<file path="src/hw/rtl/prq_pkg.sv">
// prq_pkg: shared constants, codes and types of the priority ready queue.
// Used by prq_store, prq_ctrl and priority_ready_queue; no dependencies.
package prq_pkg;

  localparam int DEPTH    = 16;
  localparam int AW       = $clog2(DEPTH);
  localparam int CW       = $clog2(DEPTH + 1);
  localparam int ID_W     = 8;
  localparam int PRIO_W   = 8;
  localparam int OCC_W    = 5;
  localparam int STATUS_W = 2;

  localparam logic MODE_ENQ = 1'b0;
  localparam logic MODE_DEQ = 1'b1;

  typedef enum logic [STATUS_W-1:0] {
    ST_OK    = 2'd0,
    ST_EMPTY = 2'd1,
    ST_FULL  = 2'd2
  } status_t;

  typedef struct packed {
    logic [PRIO_W-1:0] prio;
    logic [ID_W-1:0]   id;
  } entry_t;

  typedef struct packed {
    logic          wr_en;
    logic [AW-1:0] wr_addr;
    entry_t        wr_data;
    logic [AW-1:0] rd_addr;
  } mem_req_t;

  typedef struct packed {
    logic              strobe;
    status_t           status;
    logic [ID_W-1:0]   id;
    logic [PRIO_W-1:0] prio;
    logic [OCC_W-1:0]  occupancy;
  } result_t;

endpackage

</file>
<file path="src/hw/rtl/prq_store.sv">
// prq_store: slot memory of the queue, slot 0 is the head.
// One write port, one read port with registered read data. Uses prq_pkg.
module prq_store (
  input  logic              clk,
  input  prq_pkg::mem_req_t req,
  output prq_pkg::entry_t   rd_data
);
  import prq_pkg::*;

  entry_t mem [DEPTH];

  always_ff @(posedge clk) begin
    if (req.wr_en) begin
      mem[req.wr_addr] <= req.wr_data;
    end
    rd_data <= mem[req.rd_addr];
  end

endmodule

</file>
<file path="src/hw/rtl/prq_ctrl.sv">
// prq_ctrl: sequencer of the queue; walks the slot memory one entry per
// step through a single priority comparator. Uses prq_pkg.
module prq_ctrl (
  input  logic                       clk,
  input  logic                       rst,
  input  logic                       start,
  input  logic                       mode,
  input  logic [prq_pkg::ID_W-1:0]   task_id,
  input  logic [prq_pkg::PRIO_W-1:0] prio,
  input  prq_pkg::entry_t            rd_data,
  output logic                       busy,
  output prq_pkg::mem_req_t          req,
  output prq_pkg::result_t           res
);
  import prq_pkg::*;

  typedef enum logic [2:0] {
    S_IDLE,
    S_ERD,
    S_ECMP,
    S_ELAST,
    S_DRD,
    S_DHEAD,
    S_DRDM,
    S_DMOVE
  } state_t;

  state_t        state;
  logic [CW-1:0] fill;
  logic [CW-1:0] cur;
  logic [AW-1:0] rd_addr;
  entry_t        new_entry;

  logic          accept;
  logic          lower;
  logic [CW-1:0] fill_inc;
  logic [CW-1:0] fill_dec;

  assign accept   = start && !busy;
  // shared compare unit: stored entry ranks strictly below the new one
  assign lower    = rd_data.prio < new_entry.prio;
  assign fill_inc = fill + CW'(1);
  assign fill_dec = fill - CW'(1);

  always_comb begin
    req.wr_en   = 1'b0;
    req.wr_addr = '0;
    req.wr_data = new_entry;
    req.rd_addr = rd_addr;
    case (state)
      S_IDLE: begin
        if (accept && mode == MODE_ENQ && fill == '0) begin
          req.wr_en   = 1'b1;
          req.wr_data = '{prio: prio, id: task_id};
        end
      end
      S_ECMP: begin
        req.wr_en   = 1'b1;
        req.wr_addr = cur[AW-1:0];
        req.wr_data = lower ? rd_data : new_entry;
      end
      S_ELAST: begin
        req.wr_en = 1'b1;
      end
      S_DMOVE: begin
        req.wr_en   = 1'b1;
        req.wr_addr = AW'(cur - CW'(1));
        req.wr_data = rd_data;
      end
      default: begin
        req.wr_en = 1'b0;
      end
    endcase
  end

  always_ff @(posedge clk) begin
    if (rst) begin
      state      <= S_IDLE;
      busy       <= 1'b0;
      fill       <= '0;
      res.strobe <= 1'b0;
    end else begin
      res.strobe <= 1'b0;
      case (state)
        S_IDLE: begin
          if (accept) begin
            new_entry <= '{prio: prio, id: task_id};
            res.id    <= '0;
            res.prio  <= '0;
            if (mode == MODE_ENQ) begin
              if (fill == CW'(DEPTH)) begin
                res.strobe    <= 1'b1;
                res.status    <= ST_FULL;
                res.occupancy <= OCC_W'(fill);
              end else if (fill == '0) begin
                fill          <= fill_inc;
                res.strobe    <= 1'b1;
                res.status    <= ST_OK;
                res.occupancy <= OCC_W'(fill_inc);
              end else begin
                cur     <= fill;
                rd_addr <= AW'(fill_dec);
                busy    <= 1'b1;
                state   <= S_ERD;
              end
            end else begin
              if (fill == '0) begin
                res.strobe    <= 1'b1;
                res.status    <= ST_EMPTY;
                res.occupancy <= '0;
              end else begin
                rd_addr <= '0;
                busy    <= 1'b1;
                state   <= S_DRD;
              end
            end
          end
        end
        S_ERD: begin
          state <= S_ECMP;
        end
        S_ECMP: begin
          if (lower) begin
            if (cur == CW'(1)) begin
              state <= S_ELAST;
            end else begin
              cur     <= cur - CW'(1);
              rd_addr <= AW'(cur - CW'(2));
              state   <= S_ERD;
            end
          end else begin
            fill          <= fill_inc;
            res.strobe    <= 1'b1;
            res.status    <= ST_OK;
            res.occupancy <= OCC_W'(fill_inc);
            busy          <= 1'b0;
            state         <= S_IDLE;
          end
        end
        S_ELAST: begin
          fill          <= fill_inc;
          res.strobe    <= 1'b1;
          res.status    <= ST_OK;
          res.occupancy <= OCC_W'(fill_inc);
          busy          <= 1'b0;
          state         <= S_IDLE;
        end
        S_DRD: begin
          state <= S_DHEAD;
        end
        S_DHEAD: begin
          res.id   <= rd_data.id;
          res.prio <= rd_data.prio;
          if (fill == CW'(1)) begin
            fill          <= fill_dec;
            res.strobe    <= 1'b1;
            res.status    <= ST_OK;
            res.occupancy <= OCC_W'(fill_dec);
            busy          <= 1'b0;
            state         <= S_IDLE;
          end else begin
            cur     <= CW'(1);
            rd_addr <= AW'(1);
            state   <= S_DRDM;
          end
        end
        S_DRDM: begin
          state <= S_DMOVE;
        end
        S_DMOVE: begin
          if (cur == fill_dec) begin
            fill          <= fill_dec;
            res.strobe    <= 1'b1;
            res.status    <= ST_OK;
            res.occupancy <= OCC_W'(fill_dec);
            busy          <= 1'b0;
            state         <= S_IDLE;
          end else begin
            cur     <= cur + CW'(1);
            rd_addr <= AW'(cur + CW'(1));
            state   <= S_DRDM;
          end
        end
        default: begin
          busy  <= 1'b0;
          state <= S_IDLE;
        end
      endcase
    end
  end

endmodule

</file>
<file path="src/hw/rtl/priority_ready_queue.sv">
// Priority ready queue of task ids, highest priority at the head, FIFO order
// within one priority. A command is taken when start is high and busy is low;
// its single result appears for one cycle with strobe and cannot be stalled.
// An enqueue on a full or empty queue and a dequeue on an empty queue answer
// from idle and never raise busy. Other enqueues shift each lower-priority
// entry, tail first, one slot toward the tail and write the new entry into
// the freed slot; a dequeue reads the head, then shifts each later entry one
// slot toward the head. Each shift step waits for the registered read data of
// the single slot memory. busy drops in the cycle the result is shown, so the
// next command may be taken then. Depends on prq_pkg, prq_store, prq_ctrl.
module priority_ready_queue (
  input  logic                         clk,
  input  logic                         rst,
  input  logic                         start,
  output logic                         busy,
  input  logic                         mode,
  input  logic [prq_pkg::ID_W-1:0]     task_id,
  input  logic [prq_pkg::PRIO_W-1:0]   prio,
  output logic                         strobe,
  output logic [prq_pkg::STATUS_W-1:0] status,
  output logic [prq_pkg::ID_W-1:0]     out_id,
  output logic [prq_pkg::PRIO_W-1:0]   out_prio,
  output logic [prq_pkg::OCC_W-1:0]    occupancy
);
  import prq_pkg::*;

  mem_req_t req;
  entry_t   rd_data;
  result_t  res;

  prq_store u_store (
    .clk     (clk),
    .req     (req),
    .rd_data (rd_data)
  );

  prq_ctrl u_ctrl (
    .clk     (clk),
    .rst     (rst),
    .start   (start),
    .mode    (mode),
    .task_id (task_id),
    .prio    (prio),
    .rd_data (rd_data),
    .busy    (busy),
    .req     (req),
    .res     (res)
  );

  assign strobe    = res.strobe;
  assign status    = res.status;
  assign out_id    = res.id;
  assign out_prio  = res.prio;
  assign occupancy = res.occupancy;

`ifndef SYNTHESIS
  // every accepted beat is either answered at once or keeps the block busy
  a_accept_progress: assert property (@(posedge clk) disable iff (rst)
    start && !busy |=> busy || strobe)
    else $error("accepted beat neither answered nor in progress");

  a_no_result_while_busy: assert property (@(posedge clk) disable iff (rst)
    strobe |-> !busy)
    else $error("result shown while still busy");

  a_empty_occ: assert property (@(posedge clk) disable iff (rst)
    strobe && status == ST_EMPTY |-> occupancy == '0)
    else $error("empty status with nonzero occupancy");

  a_err_payload: assert property (@(posedge clk) disable iff (rst)
    strobe && status != ST_OK |-> out_id == '0 && out_prio == '0)
    else $error("error status with nonzero payload");

  a_full_occ: assert property (@(posedge clk) disable iff (rst)
    strobe && status == ST_FULL |-> occupancy == OCC_W'(DEPTH))
    else $error("full status with occupancy below depth");
`endif

endmodule
</file>
<file path="config.mk">
export PLATFORM = sky130hd
export DESIGN_NAME = priority_ready_queue
export DESIGN_NICKNAME = d
export VERILOG_FILES = /design/src/hw/rtl/prq_pkg.sv /design/src/hw/rtl/prq_store.sv /design/src/hw/rtl/prq_ctrl.sv /design/src/hw/rtl/priority_ready_queue.sv
export SDC_FILE = /design/constraint.sdc
export NUM_CORES = 1
export LEC_CHECK = 0
export BUFFER_PORTS_ARGS = -buffer_cell sky130_fd_sc_hd__buf_2
export CAP_MARGIN = 10
export CELL_PAD_IN_SITES_DETAIL_PLACEMENT = 1
export CELL_PAD_IN_SITES_GLOBAL_PLACEMENT = 1
export CORE_ASPECT_RATIO = 1.25
export CORE_MARGIN = 1.5
export CORE_UTILIZATION = 48
export DETAILED_ROUTE_END_ITERATION = 6
export PLACE_DENSITY_LB_ADDON = 0.1
export SKIP_LAST_GASP = 1
export SYNTH_ARGS = -nofsm -noshare
export SYNTH_HDL_FRONTEND = slang
export SYNTH_HIERARCHICAL = 1
export SYNTH_SLANG_ARGS = --single-unit
</file>
<file path="constraint.sdc">
create_clock -name clk -period 3.62 [get_ports clk]
set_input_delay 0.362 -clock clk [delete_from_list [all_inputs] [get_ports clk]]
set_output_delay 0.362 -clock clk [all_outputs]
set_load 0.02 [all_outputs]
</file>
# Word level (Yosys, flattened, before mapping)
# Memories as Yosys holds them, arrays and structs flattened. A register that Yosys moved wholly into a read port is not among the register bits.
# Index checks and enable logic that the tools add are counted.
# totals
register_bits	58
mem_bits_rw	256
input_bits	20
elab_cells	132
mem_count	1
# mem_list
name	depth	word_bits	rd	rd_clocked_by_memory_dff	write_ports	line_no	rtl
u_store.mem	16	16	1	1	1	prq_store.sv:10	entry_t mem [DEPTH];
# classes
add_sub_neg	5
n_lt_le_gt_ge	1
eq_ne	26
mux	67
bitwise_logic	2
reduce_logical	18
# ops
cell	n
2-to-1 mux 5 bit	18
one-hot mux 5 bit (5 select lines)	2
one-hot mux 16 bit (3 select lines)	1
2-to-1 mux 3 bit	15
2-to-1 mux 4 bit	9
2-to-1 mux 16 bit	2
one-hot mux 16 bit (2 select lines)	1
2-to-1 mux 24 bit	1
one-hot mux 3 bit (8 select lines)	1
one-hot mux 5 bit (4 select lines)	1
one-hot mux 4 bit (4 select lines)	1
AND reduction 8 bit	2
one-hot mux 3 bit (5 select lines)	1
inequality test 2 bit (second input constant)	7
equality test 3 bit (second input constant)	4
adder 5 x 1 -> 5 bit (second input constant)	2
equality test 5 x 1 -> 1 bit (second input constant)	2
2-to-1 mux 1 bit	10
inequality test 2 x 1 -> 1 bit (second input constant)	5
AND reduction 10 bit	1
subtractor 5 x 1 -> 5 bit (second input constant)	2
AND reduction 3 bit	3
AND reduction 9 bit	1
less-than comparator 8 bit	1
other kinds (22)	26

# Logic depth before layout (Yosys ltp)
# logic_depth
ltp_word	8
depth_mapped	9
depth_no_buf	8

# Hierarchy
# The synthesis kept the hierarchy.
# modules_own_cells
mod	instances	cells_per_inst	area_per_inst_um2	seq_area_each_um2
prq_store	1	432	10043.4	8007.7
prq_ctrl	1	390	3769.9	1641.6

# Worst setup path before layout
# OpenSTA, ideal clock, no wires.
# synth_path
kind	register to register
from	reg u_ctrl.fill[1]
to	mem u_store/mem[0][0] (netlist bit) (enable)
arrival_ns	2.968
required_time_ns	3.211
path_slack_ns	0.242
stages_incl_launch_ff	10
synth_period_minus_slack_ns	3.378
path_cell_list	dfxtp_1 > buf_2 > inv_1 > ha_1 > nand2_1 > nor2_1 > a31oi_1 > a21oi_1 > or3b_2 > nor3_1
# synth_lines
item	line_no	rtl
start: declaration	prq_ctrl.sv:29	logic [CW-1:0] fill;
start signal: assignment	prq_ctrl.sv:96	fill <= fill_inc;
start signal: assignment	prq_ctrl.sv:132	fill <= fill_inc;
start signal: assignment	prq_ctrl.sv:141	fill <= fill_inc;
end: declaration	prq_store.sv:10	

==> results.txt <==
----------------------------------------------------
[Global route]
  First-pass GRT wire length ... 52.7 mm
  Pin count of the biggest net entering global routing ... 65
  Global-route total usage across every layer ... 24.3%
  Number of global-route vias before repair ... 8439
  Sum of overflow across all layers after global routing ... 0
  Initial antenna violation count ... 0

[Clock tree]
  Total clock buffers created by CTS ... 34
  Sinks on the clock net ... 330
  Root buffer cell ... sky130_fd_sc_hd__clkbuf_16
  Clock tree from TritonCTS ... built
  Longest Clk Path Bufs ... 3
  Number of buffers inserted to repair setup after CTS ... 0
  Count of cells resized by post-cts repair ... 0
  Total number of H-tree levels ... 2
  Worst-Skew Late Latency ... 0.52 ns
  Clock slew at the register clock pins of the worst setup and hold paths ... 0.06 ns
  Hold buffers post-CTS ... 0

[STA]
  Number of pins exceeding their max-slew limit in the final report ... 0
  Achievable clock frequency ... 300 MHz
  Worst-case headroom to the max-slew limit ... 25.0%
  Fin. Hold Viols ... 0
  Period Utilization, post-route ... 92.0%
  Least setup slack across all paths after layout ... 0.290 ns
  Clk_skew ... 0.0227 ns
  Setup total negative slack ... 0 ns
  Worst Max-Slew Pin Slew ... 1.12 ns
  Final critical delay including setup and external delays ... 3.33 ns
  Setup-violating endpoint count in the final report ... 0
  Setup repair after global routing missed its margin ... false

[Power]
  Switching power as a share of total power ... 33.0%
  Power per Cell Area ... 780 nW/um^2
  Power Internal ... 8280 uW
  P_leak ... 0.00542 uW
  Clock network fraction of total power ... 26.4%
  Worst IR drop on VDD ... 0.000677 V
  Power dissipated by switching net loads ... 4080 uW
  Flop pwr share ... 43.5%
  Combinational share of power ... 30.1%

[Hold path]
  Hold Crit Class ... primary input to register
  Hold path startpoint ... task_id[3]
  Hold-critical path endpoint ... u_ctrl/new_entry[3]
  Worst Hold Depth ... 1

[Drt]
  Vias per cell ... 5.99
  DRC viols ... 0
  Drt first pass iters ... 4
  Via total after detailed routing ... 7837
  Routed length per placed instance ... 27.0 um
  DRC violation total after the first TritonRoute iteration ... 415
  Wire length after detailed routing ... 35.3 mm
  Residual antenna-violating net count after detailed routing ... 0

[Logic synthesis]
  Proportion of synthesized area in mux cells ... 10.9%
  Syn Area/Cell ... 16.8 um^2
  Sequential area share after synthesis ... 69.9%
  Yosys top cell by area ... sky130_fd_sc_hd__edfxtp_1
  Count of flip-flops with a built-in enable after synthesis ... 304
  Combinational family with the most area after synthesis ... multiplexers
  Most used standard cells in the synthesized netlist ... sky130_fd_sc_hd__edfxtp_1, sky130_fd_sc_hd__mux4_2, sky130_fd_sc_hd__a22oi_1, sky130_fd_sc_hd__nand2_1, sky130_fd_sc_hd__nor2_1
  Synthesized Nets ... 861
  Share of the synthesized area in the top cell type ... 66.1%
  Dominant cell by count in the synthesized netlist ... sky130_fd_sc_hd__edfxtp_1
  Post-synthesis simple-gate area fraction ... 6.31%
  Compound-gate portion of the synthesized area ... 7.56%
  Count of warnings emitted by yosys ... 6
  Area share of fa/ha/maj cells after synthesis ... 1.72%
  Synth Flop Type ... sky130_fd_sc_hd__edfxtp_1
  Post-synthesis share of cell area spent on xor and xnor gates ... 1.26%
  Cell count after synthesis ... 822
  Flip-flop and latch count after synthesis ... 330
  Biggest area contributors in the synthesized netlist ... sky130_fd_sc_hd__edfxtp_1, sky130_fd_sc_hd__mux4_2, sky130_fd_sc_hd__dfxtp_1, sky130_fd_sc_hd__a22oi_1, sky130_fd_sc_hd__mux4_1
  Cell area after synthesis ... 13800 um^2
  Fraction of synthesis flops using an asynchronous set or reset pin ... 0%
  Yosys cell types ... 65

[Placement]
  Placed standard-cell area ... 14800 um^2
  Number of port buffers ... 44
  Final weighted congestion in routability-driven placement ... 0.857
  HPWL after detailed placement ... 23.5 mm
  Worst setup timing slack at the placement stage ... 0.358 ns

[Final layout]
  Area taken by multi-input logic gates ... 3880 um^2
  Layout overhead on the synthesized area ... 14.7%
  Fraction of final layout cells sized beyond drive strength 1 ... 25.5%
  Layout filler cell count ... 2621
  FF/Latch Area ... 9650 um^2
  Number of diodes added for antenna fixing ... 0
  Number of nets in the layout ... 966
  Final design area excluding fillers ... 15800 um^2

[Critical path]
  Flop-to-flop setup slack ... 0.29 ns
  R2R Path Start ... u_ctrl/fill[0]
  Startpoint of the most critical setup path ... u_ctrl/fill[0]
  Largest delay share family, worst path ... simple AND/OR/NAND/NOR gates
  Worst path cell trace ... inv_1 > ha_1 > nand2_1 > nor2_1 > a31oi_1 > a21oi_1 > nand3b_1 > nor2_2
  Critical path's largest stage delay ... 0.93 ns
  WS Path Type ... register to register
  Worst reg-to-reg path cell count ... 8
  Crit start category ... register
  Critical path buffers and inverters ... 1
  Endpoint kind of the worst setup timing path ... register
  Slowest stage cell, crit path ... sky130_fd_sc_hd__nor2_2
  Worst R2R End ... u_store/mem[5][6]
  Highest net fanout along the worst path ... 16
  Required time worst endpoint ... 3.74 ns
  Data arrival, critical path ... 3.45 ns

[Floorplan]
  Die footprint ... 29800 um^2
  Number of ports placed on the die boundary ... 45
  Floorplan core area ... 28400 um^2
  Die boundary height ... 193 um
  Die extent in x ... 155 um
  Initial core utilization ... 48.6%
  Number of standard-cell rows in the floorplan ... 69

[Job]
  Count of maximum capacitance violations ... 0

[Outcome]
  Status ... complete, no violations

----------------------------------------------------
[cell usage in the layout (no fill, tap or decap), types with 5 or more instances in the layout]
master                        n
sky130_fd_sc_hd__edfxtp_1   304
sky130_fd_sc_hd__o211ai_1     6
sky130_fd_sc_hd__a21oi_1     24
sky130_fd_sc_hd__mux4_1      10
sky130_fd_sc_hd__dfxtp_1     26
sky130_fd_sc_hd__clkbuf_16   35
sky130_fd_sc_hd__buf_2       44
sky130_fd_sc_hd__inv_1       23
sky130_fd_sc_hd__nand3_1     16
sky130_fd_sc_hd__a22oi_1     49
sky130_fd_sc_hd__clkinv_1     8
sky130_fd_sc_hd__clkbuf_1    12
sky130_fd_sc_hd__nor3_2       5
sky130_fd_sc_hd__buf_4       65
sky130_fd_sc_hd__nor2b_1      6
sky130_fd_sc_hd__a31oi_1      6
sky130_fd_sc_hd__ha_1        19
sky130_fd_sc_hd__and2_1      18
sky130_fd_sc_hd__xnor2_1     14
sky130_fd_sc_hd__nor2_1      25
sky130_fd_sc_hd__o21ai_0     30
sky130_fd_sc_hd__nor2_2      12
sky130_fd_sc_hd__nand2b_1     6
sky130_fd_sc_hd__nand2_1     44
sky130_fd_sc_hd__nand3b_1     5
sky130_fd_sc_hd__mux4_2      54
sky130_fd_sc_hd__a211oi_1     7
sky130_fd_sc_hd__nor3_1      10
[worst max-delay path by stage]
stage | endpoint | depth (start not counted)
final | u_store/mem[5][6] | 8
after CTS | u_store/mem[5][6] | 8
after global placement | u_ctrl/res[2] | 8
after global routing | u_store/mem[5][9] | 8
after floorplan | u_store/mem[0][0] | 9
after detailed placement | u_ctrl/res[3] | 8
[power groups by stage]
stage | Sequential, uW | Combinational, uW | Clock (uW)
after floorplan | 5400 | 2310 | 0
after global placement | 5440 | 3650 | 0
after detailed placement | 5460 | 3730 | 0
after CTS | 5380 | 3740 | 3340
after global routing | 5420 | 4020 | 3450
final | 5380 | 3720 | 3270
[flip-flops by register name (all words and copies together), names as in the netlist]
name	count
u_store/rd_data	16
u_ctrl/busy	1
u_ctrl/state	3
u_ctrl/rd_addr	4
u_ctrl/fill	5
u_ctrl/res	24
u_store/mem	256
u_ctrl/cur	5
u_ctrl/new_entry	16
[stage by stage]
stage	std cells	total power [uW]	hold WS, ns	utilization, %
2_1_floorplan	822	7710	0.461	-
3_5_place_dp	1246	9190	0.546	52.1
3_3_place_gp	1246	9080	0.532	52.1
6_report	1308	12400	0.0394	55.8
5_1_grt	1308	12900	0.0284	55.8
4_1_cts	1308	12500	0.0210	55.8
[cell type report]
cell class              count  share of cell area, %
flip-flops and latches    330                   60.9
multi-input cells         426                   24.5
clock buffers              49                   5.99
repair buffers            111                   4.72
well taps                 355                   2.80
inverters                  24                  0.569
clock inverters            13                  0.513
[per-layer routing]
metal | routed length [um] | track usage (%) | share of wire (%)
met1 | 14400 | 31.2 | 41
met2 | 17900 | 41.3 | 51
met3 | 1470 | 3.57 | 4.2
met4 | 1560 | 11.2 | 4.4
met5 | 0 | 0 | 0
[logic make-up after synthesis]
logic type,count (synthesis)
AOI/OAI and AO/OA,152
xor gates and xnor gates,19
adders and majority gates,19
buffers and inverters,66
DFF,330
muxes,66
and+or+nand+nor,170
(Power assumes the default switching activity.)
